**src/pec_pkg.sv**
```systemverilog
// Shared constants, register indexes and command types for the pointer event coalescer.
package pec_pkg;

    localparam logic [4:0] EV_SYN = 5'd0;
    localparam logic [4:0] EV_KEY = 5'd1;
    localparam logic [4:0] EV_REL = 5'd2;
    localparam logic [4:0] EV_ABS = 5'd3;

    localparam logic [9:0] SYN_REPORT    = 10'h000;
    localparam logic [9:0] REL_X         = 10'h000;
    localparam logic [9:0] REL_Y         = 10'h001;
    localparam logic [9:0] ABS_X         = 10'h000;
    localparam logic [9:0] ABS_Y         = 10'h001;
    localparam logic [9:0] AXIS_PRESSURE = 10'h018;
    localparam logic [9:0] KEY_TOUCH     = 10'h14A;

    localparam logic [1:0] KIND_KEY = 2'd0;
    localparam logic [1:0] KIND_REL = 2'd1;
    localparam logic [1:0] KIND_ABS = 2'd2;

    localparam logic [2:0] REG_X_MIN    = 3'd0;
    localparam logic [2:0] REG_X_MAX    = 3'd1;
    localparam logic [2:0] REG_Y_MIN    = 3'd2;
    localparam logic [2:0] REG_Y_MAX    = 3'd3;
    localparam logic [2:0] REG_P_MAX    = 3'd4;
    localparam logic [2:0] REG_SWAP     = 3'd5;
    localparam logic [2:0] REG_MIRROR_X = 3'd6;
    localparam logic [2:0] REG_MIRROR_Y = 3'd7;

    localparam int QUEUE_DEPTH = 2;
    localparam int QPTR_W      = (QUEUE_DEPTH > 1) ? $clog2(QUEUE_DEPTH) : 1;
    localparam int QCNT_W      = $clog2(QUEUE_DEPTH + 1);

    typedef struct packed {
        logic signed [15:0] x_min;
        logic signed [15:0] x_max;
        logic signed [15:0] y_min;
        logic signed [15:0] y_max;
        logic [15:0]        p_max;
        logic               swap;
        logic               mirror_x;
        logic               mirror_y;
    } cfg_t;

    typedef struct packed {
        logic key;
        logic rel;
        logic abs;
        logic touch;
    } cmd_flags_t;

    typedef struct packed {
        cmd_flags_t         flags;
        logic [9:0]         code;
        logic signed [31:0] value;
        logic signed [31:0] delta_x;
        logic signed [31:0] delta_y;
        logic [15:0]        pos_x;
        logic [15:0]        pos_y;
        logic [15:0]        span_x;
        logic [15:0]        span_y;
        logic signed [31:0] pressure;
    } cmd_t;

endpackage

```
**src/pec_fifo.sv**
```systemverilog
// Short command queue between the event front end and the record back end.
module pec_fifo (
    input  logic          clk,
    input  logic          rst_n,
    input  logic          push,
    input  pec_pkg::cmd_t push_data,
    input  logic          pop,
    output pec_pkg::cmd_t head,
    output logic          full,
    output logic          empty
);

    pec_pkg::cmd_t                     entry_reg [pec_pkg::QUEUE_DEPTH];
    logic [pec_pkg::QPTR_W-1:0]        wr_ptr_reg;
    logic [pec_pkg::QPTR_W-1:0]        wr_ptr_next;
    logic [pec_pkg::QPTR_W-1:0]        rd_ptr_reg;
    logic [pec_pkg::QPTR_W-1:0]        rd_ptr_next;
    logic [pec_pkg::QCNT_W-1:0]        count_reg;
    logic [pec_pkg::QCNT_W-1:0]        count_next;

    localparam logic [pec_pkg::QPTR_W-1:0] PTR_LAST = pec_pkg::QPTR_W'(pec_pkg::QUEUE_DEPTH - 1);
    localparam logic [pec_pkg::QCNT_W-1:0] CNT_FULL = pec_pkg::QCNT_W'(pec_pkg::QUEUE_DEPTH);

    assign full  = (count_reg == CNT_FULL);
    assign empty = (count_reg == '0);
    assign head  = entry_reg[rd_ptr_reg];

    always_comb
    begin
        wr_ptr_next = wr_ptr_reg;
        rd_ptr_next = rd_ptr_reg;
        count_next  = count_reg;
        if (push)
        begin
            wr_ptr_next = (wr_ptr_reg == PTR_LAST) ? '0 : wr_ptr_reg + 1'b1;
        end
        if (pop)
        begin
            rd_ptr_next = (rd_ptr_reg == PTR_LAST) ? '0 : rd_ptr_reg + 1'b1;
        end
        if (push && !pop)
        begin
            count_next = count_reg + 1'b1;
        end
        else if (pop && !push)
        begin
            count_next = count_reg - 1'b1;
        end
    end

    always_ff @(posedge clk or negedge rst_n)
    begin
        if (!rst_n)
        begin
            wr_ptr_reg <= '0;
            rd_ptr_reg <= '0;
            count_reg  <= '0;
        end
        else
        begin
            wr_ptr_reg <= wr_ptr_next;
            rd_ptr_reg <= rd_ptr_next;
            count_reg  <= count_next;
        end
    end

    always_ff @(posedge clk)
    begin
        if (push)
        begin
            entry_reg[wr_ptr_reg] <= push_data;
        end
    end

    a_no_overflow: assert property (@(posedge clk) disable iff (!rst_n) push |-> !full)
        else $error("queue push while full");
    a_no_underflow: assert property (@(posedge clk) disable iff (!rst_n) pop |-> !empty)
        else $error("queue pop while empty");
    a_count_bound: assert property (@(posedge clk) disable iff (!rst_n) count_reg <= CNT_FULL)
        else $error("queue count out of range");

endmodule

```
**src/pec_front.sv**
```systemverilog
// Front end: accepts events, latches axis state and queues record commands.
module pec_front (
    input  logic                clk,
    input  logic                rst_n,
    input  pec_pkg::cfg_t       cfg,
    input  logic                event_valid,
    input  logic [4:0]          event_type,
    input  logic [9:0]          event_code,
    input  logic signed [31:0]  event_value,
    output logic                event_stall,
    input  logic                q_full,
    output logic                push,
    output pec_pkg::cmd_t       push_data
);

    logic signed [31:0] delta_x_reg, delta_x_next;
    logic signed [31:0] delta_y_reg, delta_y_next;
    logic signed [31:0] abs_x_reg, abs_x_next;
    logic signed [31:0] abs_y_reg, abs_y_next;
    logic signed [31:0] pressure_reg, pressure_next;
    logic               rel_seen_reg, rel_seen_next;
    logic               x_seen_reg, x_seen_next;
    logic               y_seen_reg, y_seen_next;
    logic               touch_pending_reg, touch_pending_next;
    logic               accept;
    logic [31:0]        clip_x;
    logic [31:0]        clip_y;

    // returns {offset position, span}, both modulo 2^16
    function automatic logic [31:0] clip_axis(input logic signed [31:0] v,
                                              input logic signed [15:0] lo,
                                              input logic signed [15:0] hi);
        logic signed [31:0] lo_w;
        logic signed [31:0] hi_w;
        logic [15:0]        c;
        lo_w = {{16{lo[15]}}, lo};
        hi_w = {{16{hi[15]}}, hi};
        if (v > hi_w)
        begin
            c = (hi_w < lo_w) ? lo : hi;
        end
        else
        begin
            c = (v < lo_w) ? lo : v[15:0];
        end
        return {c - lo, hi - lo};
    endfunction

    assign event_stall = q_full;
    assign accept      = event_valid && !q_full;
    assign clip_x      = clip_axis(abs_x_reg, cfg.x_min, cfg.x_max);
    assign clip_y      = clip_axis(abs_y_reg, cfg.y_min, cfg.y_max);

    always_comb
    begin
        delta_x_next       = delta_x_reg;
        delta_y_next       = delta_y_reg;
        abs_x_next         = abs_x_reg;
        abs_y_next         = abs_y_reg;
        pressure_next      = pressure_reg;
        rel_seen_next      = rel_seen_reg;
        x_seen_next        = x_seen_reg;
        y_seen_next        = y_seen_reg;
        touch_pending_next = touch_pending_reg;
        push               = 1'b0;
        push_data          = '0;
        if (accept)
        begin
            case (event_type)
                pec_pkg::EV_REL:
                begin
                    if (event_code == pec_pkg::REL_X)
                    begin
                        delta_x_next  = event_value;
                        rel_seen_next = 1'b1;
                    end
                    else if (event_code == pec_pkg::REL_Y)
                    begin
                        delta_y_next  = event_value;
                        rel_seen_next = 1'b1;
                    end
                end
                pec_pkg::EV_ABS:
                begin
                    if (event_code == pec_pkg::ABS_X)
                    begin
                        abs_x_next  = event_value;
                        x_seen_next = 1'b1;
                    end
                    else if (event_code == pec_pkg::ABS_Y)
                    begin
                        abs_y_next  = event_value;
                        y_seen_next = 1'b1;
                    end
                    else if (event_code == pec_pkg::AXIS_PRESSURE)
                    begin
                        pressure_next = event_value;
                    end
                end
                pec_pkg::EV_KEY:
                begin
                    // touch-down is held back until the next absolute record
                    if (!(event_code == pec_pkg::KEY_TOUCH && event_value != 0))
                    begin
                        push                = 1'b1;
                        push_data.flags.key = 1'b1;
                        push_data.code      = event_code;
                        push_data.value     = event_value;
                        if (event_code == pec_pkg::KEY_TOUCH)
                        begin
                            touch_pending_next = 1'b1;
                        end
                    end
                end
                pec_pkg::EV_SYN:
                begin
                    if (event_code == pec_pkg::SYN_REPORT
                        && (rel_seen_reg || x_seen_reg || y_seen_reg))
                    begin
                        push = 1'b1;
                        if (rel_seen_reg)
                        begin
                            push_data.flags.rel = 1'b1;
                            push_data.delta_x   = delta_x_reg;
                            push_data.delta_y   = delta_y_reg;
                            rel_seen_next       = 1'b0;
                            delta_x_next        = '0;
                            delta_y_next        = '0;
                        end
                        if (x_seen_reg || y_seen_reg)
                        begin
                            push_data.flags.abs   = 1'b1;
                            push_data.flags.touch = touch_pending_reg;
                            push_data.pressure    = pressure_reg;
                            if (x_seen_reg)
                            begin
                                push_data.pos_x  = clip_x[31:16];
                                push_data.span_x = clip_x[15:0];
                            end
                            if (y_seen_reg)
                            begin
                                push_data.pos_y  = clip_y[31:16];
                                push_data.span_y = clip_y[15:0];
                            end
                            x_seen_next        = 1'b0;
                            y_seen_next        = 1'b0;
                            pressure_next      = '0;
                            touch_pending_next = 1'b0;
                        end
                    end
                end
                default: ;
            endcase
        end
    end

    always_ff @(posedge clk or negedge rst_n)
    begin
        if (!rst_n)
        begin
            delta_x_reg       <= '0;
            delta_y_reg       <= '0;
            abs_x_reg         <= '0;
            abs_y_reg         <= '0;
            pressure_reg      <= '0;
            rel_seen_reg      <= 1'b0;
            x_seen_reg        <= 1'b0;
            y_seen_reg        <= 1'b0;
            touch_pending_reg <= 1'b1;
        end
        else
        begin
            delta_x_reg       <= delta_x_next;
            delta_y_reg       <= delta_y_next;
            abs_x_reg         <= abs_x_next;
            abs_y_reg         <= abs_y_next;
            pressure_reg      <= pressure_next;
            rel_seen_reg      <= rel_seen_next;
            x_seen_reg        <= x_seen_next;
            y_seen_reg        <= y_seen_next;
            touch_pending_reg <= touch_pending_next;
        end
    end

    a_touch_with_abs: assert property (@(posedge clk) disable iff (!rst_n)
        push && push_data.flags.touch |-> push_data.flags.abs)
        else $error("deferred touch queued without absolute record");
    a_key_alone: assert property (@(posedge clk) disable iff (!rst_n)
        push && push_data.flags.key |-> !push_data.flags.rel && !push_data.flags.abs)
        else $error("key command mixed with motion");
    a_sync_clears: assert property (@(posedge clk) disable iff (!rst_n)
        push && push_data.flags.abs |=> !x_seen_reg && !y_seen_reg && pressure_reg == 0)
        else $error("absolute state not cleared after sync");

endmodule

```
**src/pec_back.sv**
```systemverilog
// Back end: queued commands become records, one per cycle unless stalled.
module pec_back (
    input  logic                clk,
    input  logic                rst_n,
    input  pec_pkg::cfg_t       cfg,
    input  pec_pkg::cmd_t       head,
    input  logic                empty,
    output logic                pop,
    output logic                record_valid,
    input  logic                record_stall,
    output logic [1:0]          record_kind,
    output logic [9:0]          key_code,
    output logic signed [31:0]  key_state,
    output logic signed [31:0]  delta_x,
    output logic signed [31:0]  delta_y,
    output logic [15:0]         position_x,
    output logic [15:0]         position_y,
    output logic signed [31:0]  pressure,
    output logic [15:0]         span_x,
    output logic [15:0]         span_y,
    output logic [15:0]         pressure_span,
    output logic                last_of_run
);

    pec_pkg::cmd_flags_t done_reg, done_next;
    pec_pkg::cmd_flags_t pend;
    pec_pkg::cmd_flags_t sel;
    logic                load;
    logic                last;
    logic [15:0]         px, py, sx, sy;

    logic                valid_reg;
    logic [1:0]          kind_reg, kind_next;
    logic [9:0]          code_reg, code_next;
    logic signed [31:0]  state_reg, state_next;
    logic signed [31:0]  dx_reg, dx_next;
    logic signed [31:0]  dy_reg, dy_next;
    logic [15:0]         posx_reg, posx_next;
    logic [15:0]         posy_reg, posy_next;
    logic signed [31:0]  press_reg, press_next;
    logic [15:0]         spanx_reg, spanx_next;
    logic [15:0]         spany_reg, spany_next;
    logic [15:0]         pspan_reg, pspan_next;
    logic                last_reg;

    assign pend = head.flags & ~done_reg;
    assign load = !empty && (!valid_reg || !record_stall);

    always_comb
    begin
        sel = '0;
        if (pend.key)
        begin
            sel.key = 1'b1;
        end
        else if (pend.rel)
        begin
            sel.rel = 1'b1;
        end
        else if (pend.abs)
        begin
            sel.abs = 1'b1;
        end
        else if (pend.touch)
        begin
            sel.touch = 1'b1;
        end
    end

    assign last = ((pend & ~sel) == '0);
    assign pop  = load && last;

    always_comb
    begin
        sx = cfg.swap ? head.span_y : head.span_x;
        sy = cfg.swap ? head.span_x : head.span_y;
        px = cfg.swap ? head.pos_y : head.pos_x;
        py = cfg.swap ? head.pos_x : head.pos_y;
        if (cfg.mirror_x)
        begin
            px = sx - px;
        end
        if (cfg.mirror_y)
        begin
            py = sy - py;
        end
    end

    always_comb
    begin
        kind_next  = pec_pkg::KIND_KEY;
        code_next  = '0;
        state_next = '0;
        dx_next    = '0;
        dy_next    = '0;
        posx_next  = '0;
        posy_next  = '0;
        press_next = '0;
        spanx_next = '0;
        spany_next = '0;
        pspan_next = '0;
        if (sel.key)
        begin
            code_next  = head.code;
            state_next = head.value;
        end
        else if (sel.rel)
        begin
            kind_next = pec_pkg::KIND_REL;
            dx_next   = head.delta_x;
            dy_next   = head.delta_y;
        end
        else if (sel.abs)
        begin
            kind_next  = pec_pkg::KIND_ABS;
            posx_next  = px;
            posy_next  = py;
            press_next = head.pressure;
            spanx_next = sx;
            spany_next = sy;
            pspan_next = cfg.p_max;
        end
        else if (sel.touch)
        begin
            code_next  = pec_pkg::KEY_TOUCH;
            state_next = 32'sd1;
        end
        done_next = done_reg;
        if (load)
        begin
            done_next = last ? '0 : (done_reg | sel);
        end
    end

    always_ff @(posedge clk or negedge rst_n)
    begin
        if (!rst_n)
        begin
            valid_reg <= 1'b0;
            done_reg  <= '0;
        end
        else
        begin
            done_reg <= done_next;
            if (load)
            begin
                valid_reg <= 1'b1;
            end
            else if (!record_stall)
            begin
                valid_reg <= 1'b0;
            end
        end
    end

    always_ff @(posedge clk)
    begin
        if (load)
        begin
            kind_reg  <= kind_next;
            code_reg  <= code_next;
            state_reg <= state_next;
            dx_reg    <= dx_next;
            dy_reg    <= dy_next;
            posx_reg  <= posx_next;
            posy_reg  <= posy_next;
            press_reg <= press_next;
            spanx_reg <= spanx_next;
            spany_reg <= spany_next;
            pspan_reg <= pspan_next;
            last_reg  <= last;
        end
    end

    assign record_valid  = valid_reg;
    assign record_kind   = kind_reg;
    assign key_code      = code_reg;
    assign key_state     = state_reg;
    assign delta_x       = dx_reg;
    assign delta_y       = dy_reg;
    assign position_x    = posx_reg;
    assign position_y    = posy_reg;
    assign pressure      = press_reg;
    assign span_x        = spanx_reg;
    assign span_y        = spany_reg;
    assign pressure_span = pspan_reg;
    assign last_of_run   = last_reg;

    a_idle_progress: assert property (@(posedge clk) disable iff (!rst_n)
        empty |-> done_reg == '0)
        else $error("progress mask set with empty queue");
    a_work_pending: assert property (@(posedge clk) disable iff (!rst_n)
        !empty |-> pend != '0 && (done_reg & ~head.flags) == '0)
        else $error("queued command has no record left");
    a_pop_marks_last: assert property (@(posedge clk) disable iff (!rst_n)
        pop |=> record_valid && last_of_run)
        else $error("command retired without final record");

endmodule

```
**src/pointer_event_coalescer.sv**
```systemverilog
// Top level of the pointer event coalescer: configuration registers and front/queue/back.
//
// Event channel (event_valid/event_stall): one evdev event per beat. Relative,
// absolute and pressure values are latched; key beats other than a touch-down pass
// through; a sync with code 0 flushes the latched axes as up to three records.
// Record channel (record_valid/record_stall): one record per beat, with
// last_of_run marking the final record caused by an event.
// Configuration: cfg_write with cfg_index/cfg_data, taken at the clock edge;
// the user must write only while no work is in flight; the block does not enforce this.
// Path: an event's command enters the queue, then the back-end record registers.
// Throughput: one event per cycle unless event_stall; the back end issues one
// record per cycle unless record_stall, so a sync's relative, absolute and touch
// records come in turn. A two-entry command queue sits between front and back.
// Reset: latched state and configuration registers clear, the touch-down is
// pending, the queue empties and record_valid drops.
// Stall: a stalled record holds; the queue fills and then event_stall rises.
module pointer_event_coalescer (
    input  logic                clk,
    input  logic                rst_n,
    input  logic                cfg_write,
    input  logic [2:0]          cfg_index,
    input  logic [15:0]         cfg_data,
    input  logic                event_valid,
    output logic                event_stall,
    input  logic [4:0]          event_type,
    input  logic [9:0]          event_code,
    input  logic signed [31:0]  event_value,
    output logic                record_valid,
    input  logic                record_stall,
    output logic [1:0]          record_kind,
    output logic [9:0]          key_code,
    output logic signed [31:0]  key_state,
    output logic signed [31:0]  delta_x,
    output logic signed [31:0]  delta_y,
    output logic [15:0]         position_x,
    output logic [15:0]         position_y,
    output logic signed [31:0]  pressure,
    output logic [15:0]         span_x,
    output logic [15:0]         span_y,
    output logic [15:0]         pressure_span,
    output logic                last_of_run
);

    pec_pkg::cfg_t cfg_reg;
    pec_pkg::cmd_t push_data;
    pec_pkg::cmd_t head;
    logic          push;
    logic          pop;
    logic          q_full;
    logic          q_empty;

    always_ff @(posedge clk or negedge rst_n)
    begin
        if (!rst_n)
        begin
            cfg_reg <= '0;
        end
        else if (cfg_write)
        begin
            case (cfg_index)
                pec_pkg::REG_X_MIN:    cfg_reg.x_min    <= cfg_data;
                pec_pkg::REG_X_MAX:    cfg_reg.x_max    <= cfg_data;
                pec_pkg::REG_Y_MIN:    cfg_reg.y_min    <= cfg_data;
                pec_pkg::REG_Y_MAX:    cfg_reg.y_max    <= cfg_data;
                pec_pkg::REG_P_MAX:    cfg_reg.p_max    <= cfg_data;
                pec_pkg::REG_SWAP:     cfg_reg.swap     <= cfg_data[0];
                pec_pkg::REG_MIRROR_X: cfg_reg.mirror_x <= cfg_data[0];
                pec_pkg::REG_MIRROR_Y: cfg_reg.mirror_y <= cfg_data[0];
                default: ;
            endcase
        end
    end

    pec_front u_front (
        .clk         (clk),
        .rst_n       (rst_n),
        .cfg         (cfg_reg),
        .event_valid (event_valid),
        .event_type  (event_type),
        .event_code  (event_code),
        .event_value (event_value),
        .event_stall (event_stall),
        .q_full      (q_full),
        .push        (push),
        .push_data   (push_data)
    );

    pec_fifo u_fifo (
        .clk       (clk),
        .rst_n     (rst_n),
        .push      (push),
        .push_data (push_data),
        .pop       (pop),
        .head      (head),
        .full      (q_full),
        .empty     (q_empty)
    );

    pec_back u_back (
        .clk           (clk),
        .rst_n         (rst_n),
        .cfg           (cfg_reg),
        .head          (head),
        .empty         (q_empty),
        .pop           (pop),
        .record_valid  (record_valid),
        .record_stall  (record_stall),
        .record_kind   (record_kind),
        .key_code      (key_code),
        .key_state     (key_state),
        .delta_x       (delta_x),
        .delta_y       (delta_y),
        .position_x    (position_x),
        .position_y    (position_y),
        .pressure      (pressure),
        .span_x        (span_x),
        .span_y        (span_y),
        .pressure_span (pressure_span),
        .last_of_run   (last_of_run)
    );

endmodule
```
**config.mk**
```make
export PLATFORM = sky130hd
export DESIGN_NAME = pointer_event_coalescer
export DESIGN_NICKNAME = d
export VERILOG_FILES = /design/src/pec_pkg.sv /design/src/pec_fifo.sv /design/src/pec_front.sv /design/src/pec_back.sv /design/src/pointer_event_coalescer.sv
export SDC_FILE = /design/constraint.sdc
export NUM_CORES = 2
export LEC_CHECK = 0
export BUFFER_PORTS_ARGS = -buffer_cell sky130_fd_sc_hd__buf_4
export CAP_MARGIN = 30
export CORE_MARGIN = 2
export CORE_UTILIZATION = 60
export DETAILED_ROUTE_END_ITERATION = 12
export PLACE_DENSITY_LB_ADDON = 0.1
export SKIP_LAST_GASP = 1
export SLEW_MARGIN = 20
export SYNTH_ARGS = -nofsm -noshare
export SYNTH_HDL_FRONTEND = slang
export SYNTH_SLANG_ARGS = --single-unit
```
**constraint.sdc**
```tcl
create_clock -name clk -period 12.5 [get_ports clk]
set_clock_uncertainty 0.05 [all_clocks]
set_input_delay 1.875 -clock clk [delete_from_list [all_inputs] [get_ports clk]]
set_output_delay 1.875 -clock clk [all_outputs]
set_load 0.02 [all_outputs]
```
==> impl_metrics.env <==
export IMPL_cts_repair_resize_count=0
export IMPL_p_leak_nw=20.45
export IMPL_cts_root_buffer="clkbuf_16"
export IMPL_ios=294
export IMPL_grt_max_degree=126
export IMPL_fin_setup_tns_ns=0
export IMPL_power_density_mw_per_mm2=209.2
export IMPL_cts_sinks=889
export IMPL_crit_slowest_cell="o311ai_1"
export IMPL_synth_cell_types=82
export IMPL_syn_area_per_cell_um2=13.08
export IMPL_remaining_drc_errors=0
export IMPL_dr_total_vias=27280
export IMPL_cts_reportedPaths_clkPinSlew_ns=0.06
export IMPL_die_x_um=268.3
export IMPL_async_flop_share_pct=28.80
export IMPL_dp_hpwl_um=75420
export IMPL_rsz0062_at_grt="false"
export IMPL_timing_fmax_ghz=0.1583
export IMPL_min_path_cells=2
export IMPL_peakVddDrop_uv=172.0
export IMPL_row_count=96
export IMPL_ys_top_cells_by_count="633 x edfxtp_1, 278 x nor2_1, 255 x dfrtp_1, 248 x nand2_1, 221 x ha_1"
export IMPL_area_growth_pct=14.78
export IMPL_slew_violations=0
export IMPL_post_cts_buffers=0
export IMPL_status="finished clean"
export IMPL_final_antenna_net_count=0
export IMPL_slowest_delay_ns=0.53
export IMPL_drtPass1Iterations=8
export IMPL_synth_area_leader_cell="edfxtp_1"
export IMPL_overflow=0
export IMPL_grtUsageTotal_pct=30.03
export IMPL_dr_first_iter_drc_count=2754
export IMPL_grt_pass1_wl_um=161700
export IMPL_synth_area_leaders="edfxtp_1 45%, dfrtp_1 15%, ha_1 6.6%, mux2i_1 3.7%, mux4_2 3.4%"
export IMPL_route_met2_wl_um=49220
export IMPL_largest_reg_flops=412
export IMPL_viasPerCell=6.067
export IMPL_finalSetupViolations=0
export IMPL_min_path_type="reg -> reg"
export IMPL_path_depth=23
export IMPL_fin_crit_sh_pct=50.55
export IMPL_clkLatencyLatePin_ns=0.66
export IMPL_wl_met1_um=46640
export IMPL_design_power_total_mw=10.07
export IMPL_avgRoutedWirePerCell_um=23.78
export IMPL_die_area_mm2=0.07200
export IMPL_hold_buffers=0
export IMPL_core_area_mm2=0.06883
export IMPL_top_layer="met4"
export IMPL_crit_family="compound AO/OA/AOI/OAI gates"
export IMPL_synth_edf_count=633
export IMPL_yosysMostFrequentCell="edfxtp_1"
export IMPL_max_cap_violations=0
export IMPL_crit_buf_inv=2
export IMPL_ys_seq_area_share_pct=60.63
export IMPL_die_y_um=268.3
export IMPL_num_nets_final=3786
export IMPL_initial_core_util_pct=60.91
export IMPL_end_kind="flop"
export IMPL_netlist_area_mm2=0.04192
export IMPL_ys_ff_latch=889
export IMPL_reg2regPathDepth=23
export IMPL_path_max_fanout=32
export IMPL_synth_top_area_share_pct=45.34
export IMPL_port_buffers=293
export IMPL_cts_buffers_inserted=89
export IMPL_cp_required_ns=12.83
export IMPL_tightest_slew_ns=1.020
export IMPL_routed_wl_um=106900
export IMPL_cts_htree_levels=3
export IMPL_relSlewSlack_pct=31.99
export IMPL_gp_congestion=0.9088
export IMPL_startpoint_type="flop"
export IMPL_crit_chain="inv_1 > ha_1 > a21oi_1 > nor2_1 > a211oi_1 > nor3_1 > o21a_1 > o311ai_1 > o311a_1 > buf_4 > nor3_1 > a221o_1 > ha_1 > nor2b_1 > o31ai_1 > nor4b_1 > o2111ai_1 > a21o_1 > a21oi_1 > o21a_1 > o21ai_0 > xnor2_1 > nor2_1"
export IMPL_fin_crit_ns=6.319
export IMPL_wl_met3_um=8613
export IMPL_synth_ff_type="edfxtp_1"
export IMPL_syn_nets=3503
export IMPL_syn_inst=3205
export IMPL_clk_path_buf_depth=3
export IMPL_critPathKind="reg -> reg"
export IMPL_antenna_found_initial=1
export IMPL_cts_tree="built"
export IMPL_final_hold_viol_count=0
export IMPL_drive_gt1_share_pct=19.59
export IMPL_ys_warn_count=0
export IMPL_cp_arrival_ns=6.65
export IMPL_first_global_vias=26720
final timing paths:
path | endpoint | slack, ns | startpoint
worst max register to register | u_fifo.entry_reg[1][95] | 6.18 | cfg_reg[66]
worst max-delay path | u_fifo.entry_reg[1][95] | 6.18 | cfg_reg[66]
worst min register to register | u_front.pressure_reg[26] | 0.42 | u_front.pressure_reg[26]
min in group asynchronous | u_front.abs_x_reg[11] | 1.25 | rst_n
worst min-delay path | u_front.pressure_reg[26] | 0.42 | u_front.pressure_reg[26]
max in group asynchronous | u_fifo.rd_ptr_reg | 9.03 | rst_n
per-layer routing:
layer	GRT usage, %	up-vias
li1	-	12390
met1	43.95	13650
met2	46.25	1072
met3	6.194	159
met4	7.867	0
met5	0	-
report_power, final:
part           switching [mW]  leakage (nW)  internal (mW)  total (mW)
combinational            2.04          9.09           1.38        3.42
sequential              0.229          9.90           3.71        3.94
clock                    1.14          1.47           1.57        2.71
total                    3.41          20.5           6.65        10.1
cell usage in the layout (no fill, tap or decap), types with 12 or more instances in the layout:
cell type  count
nor4_1        12
nand2_1      246
mux2i_1      156
o21ai_0      136
clkbuf_1      24
o22ai_1       13
buf_4        323
nand2b_1      12
o21a_1        27
nor3_1        61
a21o_1        37
o21ai_2       31
nor2_1       277
clkbuf_8      15
dfrtp_1      253
ha_1         221
xnor2_1       39
edfxtp_1     633
a21oi_1      101
a31oi_1       27
mux2_2        85
inv_1        119
a211oi_1      13
and3_1        72
and2_1       124
nor2b_1       20
clkbuf_16     91
nand4_1       20
a221o_1       16
o21ai_1       29
nand3_1       25
or2_2         15
xor2_1        32
mux4_2        64
worst reg2reg max path, cell delays in order (launching register included):
cell	delay, ns
dfrtp_1	0.41
inv_1	0.47
ha_1	0.36
a21oi_1	0.13
nor2_1	0.05
a211oi_1	0.23
nor3_1	0.08
o21a_1	0.19
o311ai_1	0.53
o311a_1	0.27
buf_4	0.33
nor3_1	0.16
a221o_1	0.29
ha_1	0.27
nor2b_1	0.15
o31ai_1	0.41
nor4b_1	0.46
o2111ai_1	0.25
a21o_1	0.22
a21oi_1	0.21
o21a_1	0.19
o21ai_0	0.12
xnor2_1	0.18
nor2_1	0.07
logic make-up after synthesis:
family	count (synthesis)	share of synthesized area, %
multiplexers	316	9.742
AND/OR/NAND/NOR	936	10.76
buffers and inverters	260	2.671
adder cells (fa/ha/maj)	227	6.883
flip-flops	889	60.63
AO/OA/AOI/OAI	506	7.832
XOR/XNOR	71	1.483
stage by stage:
stage	area (um2)	instances	setup WS, ns	hold WS [ns]	util, %
after floorplan	41930	3205	3.078	0.3916	-
after global placement	44940	4321	6.129	0.4021	65.29
after detailed placement	45050	4326	5.986	0.4070	65.46
after CTS	48070	4492	6.285	0.4201	69.84
after global routing	48110	4494	5.691	0.4382	69.90
final	48110	4496	6.181	0.4173	69.91
cell type report:
type	count	area (um2)
Antenna cell	2	5.005
Clock inverter	36	445.4
Multi-Input combinational cell	2056	15430
Timing Repair Buffer	332	2615
Fill cell	4824	20710
Clock buffer	130	2574
Tap cell	931	1165
Sequential cell	889	25420
Inverter	120	457.9
Power figures use the tool's default switching activity.
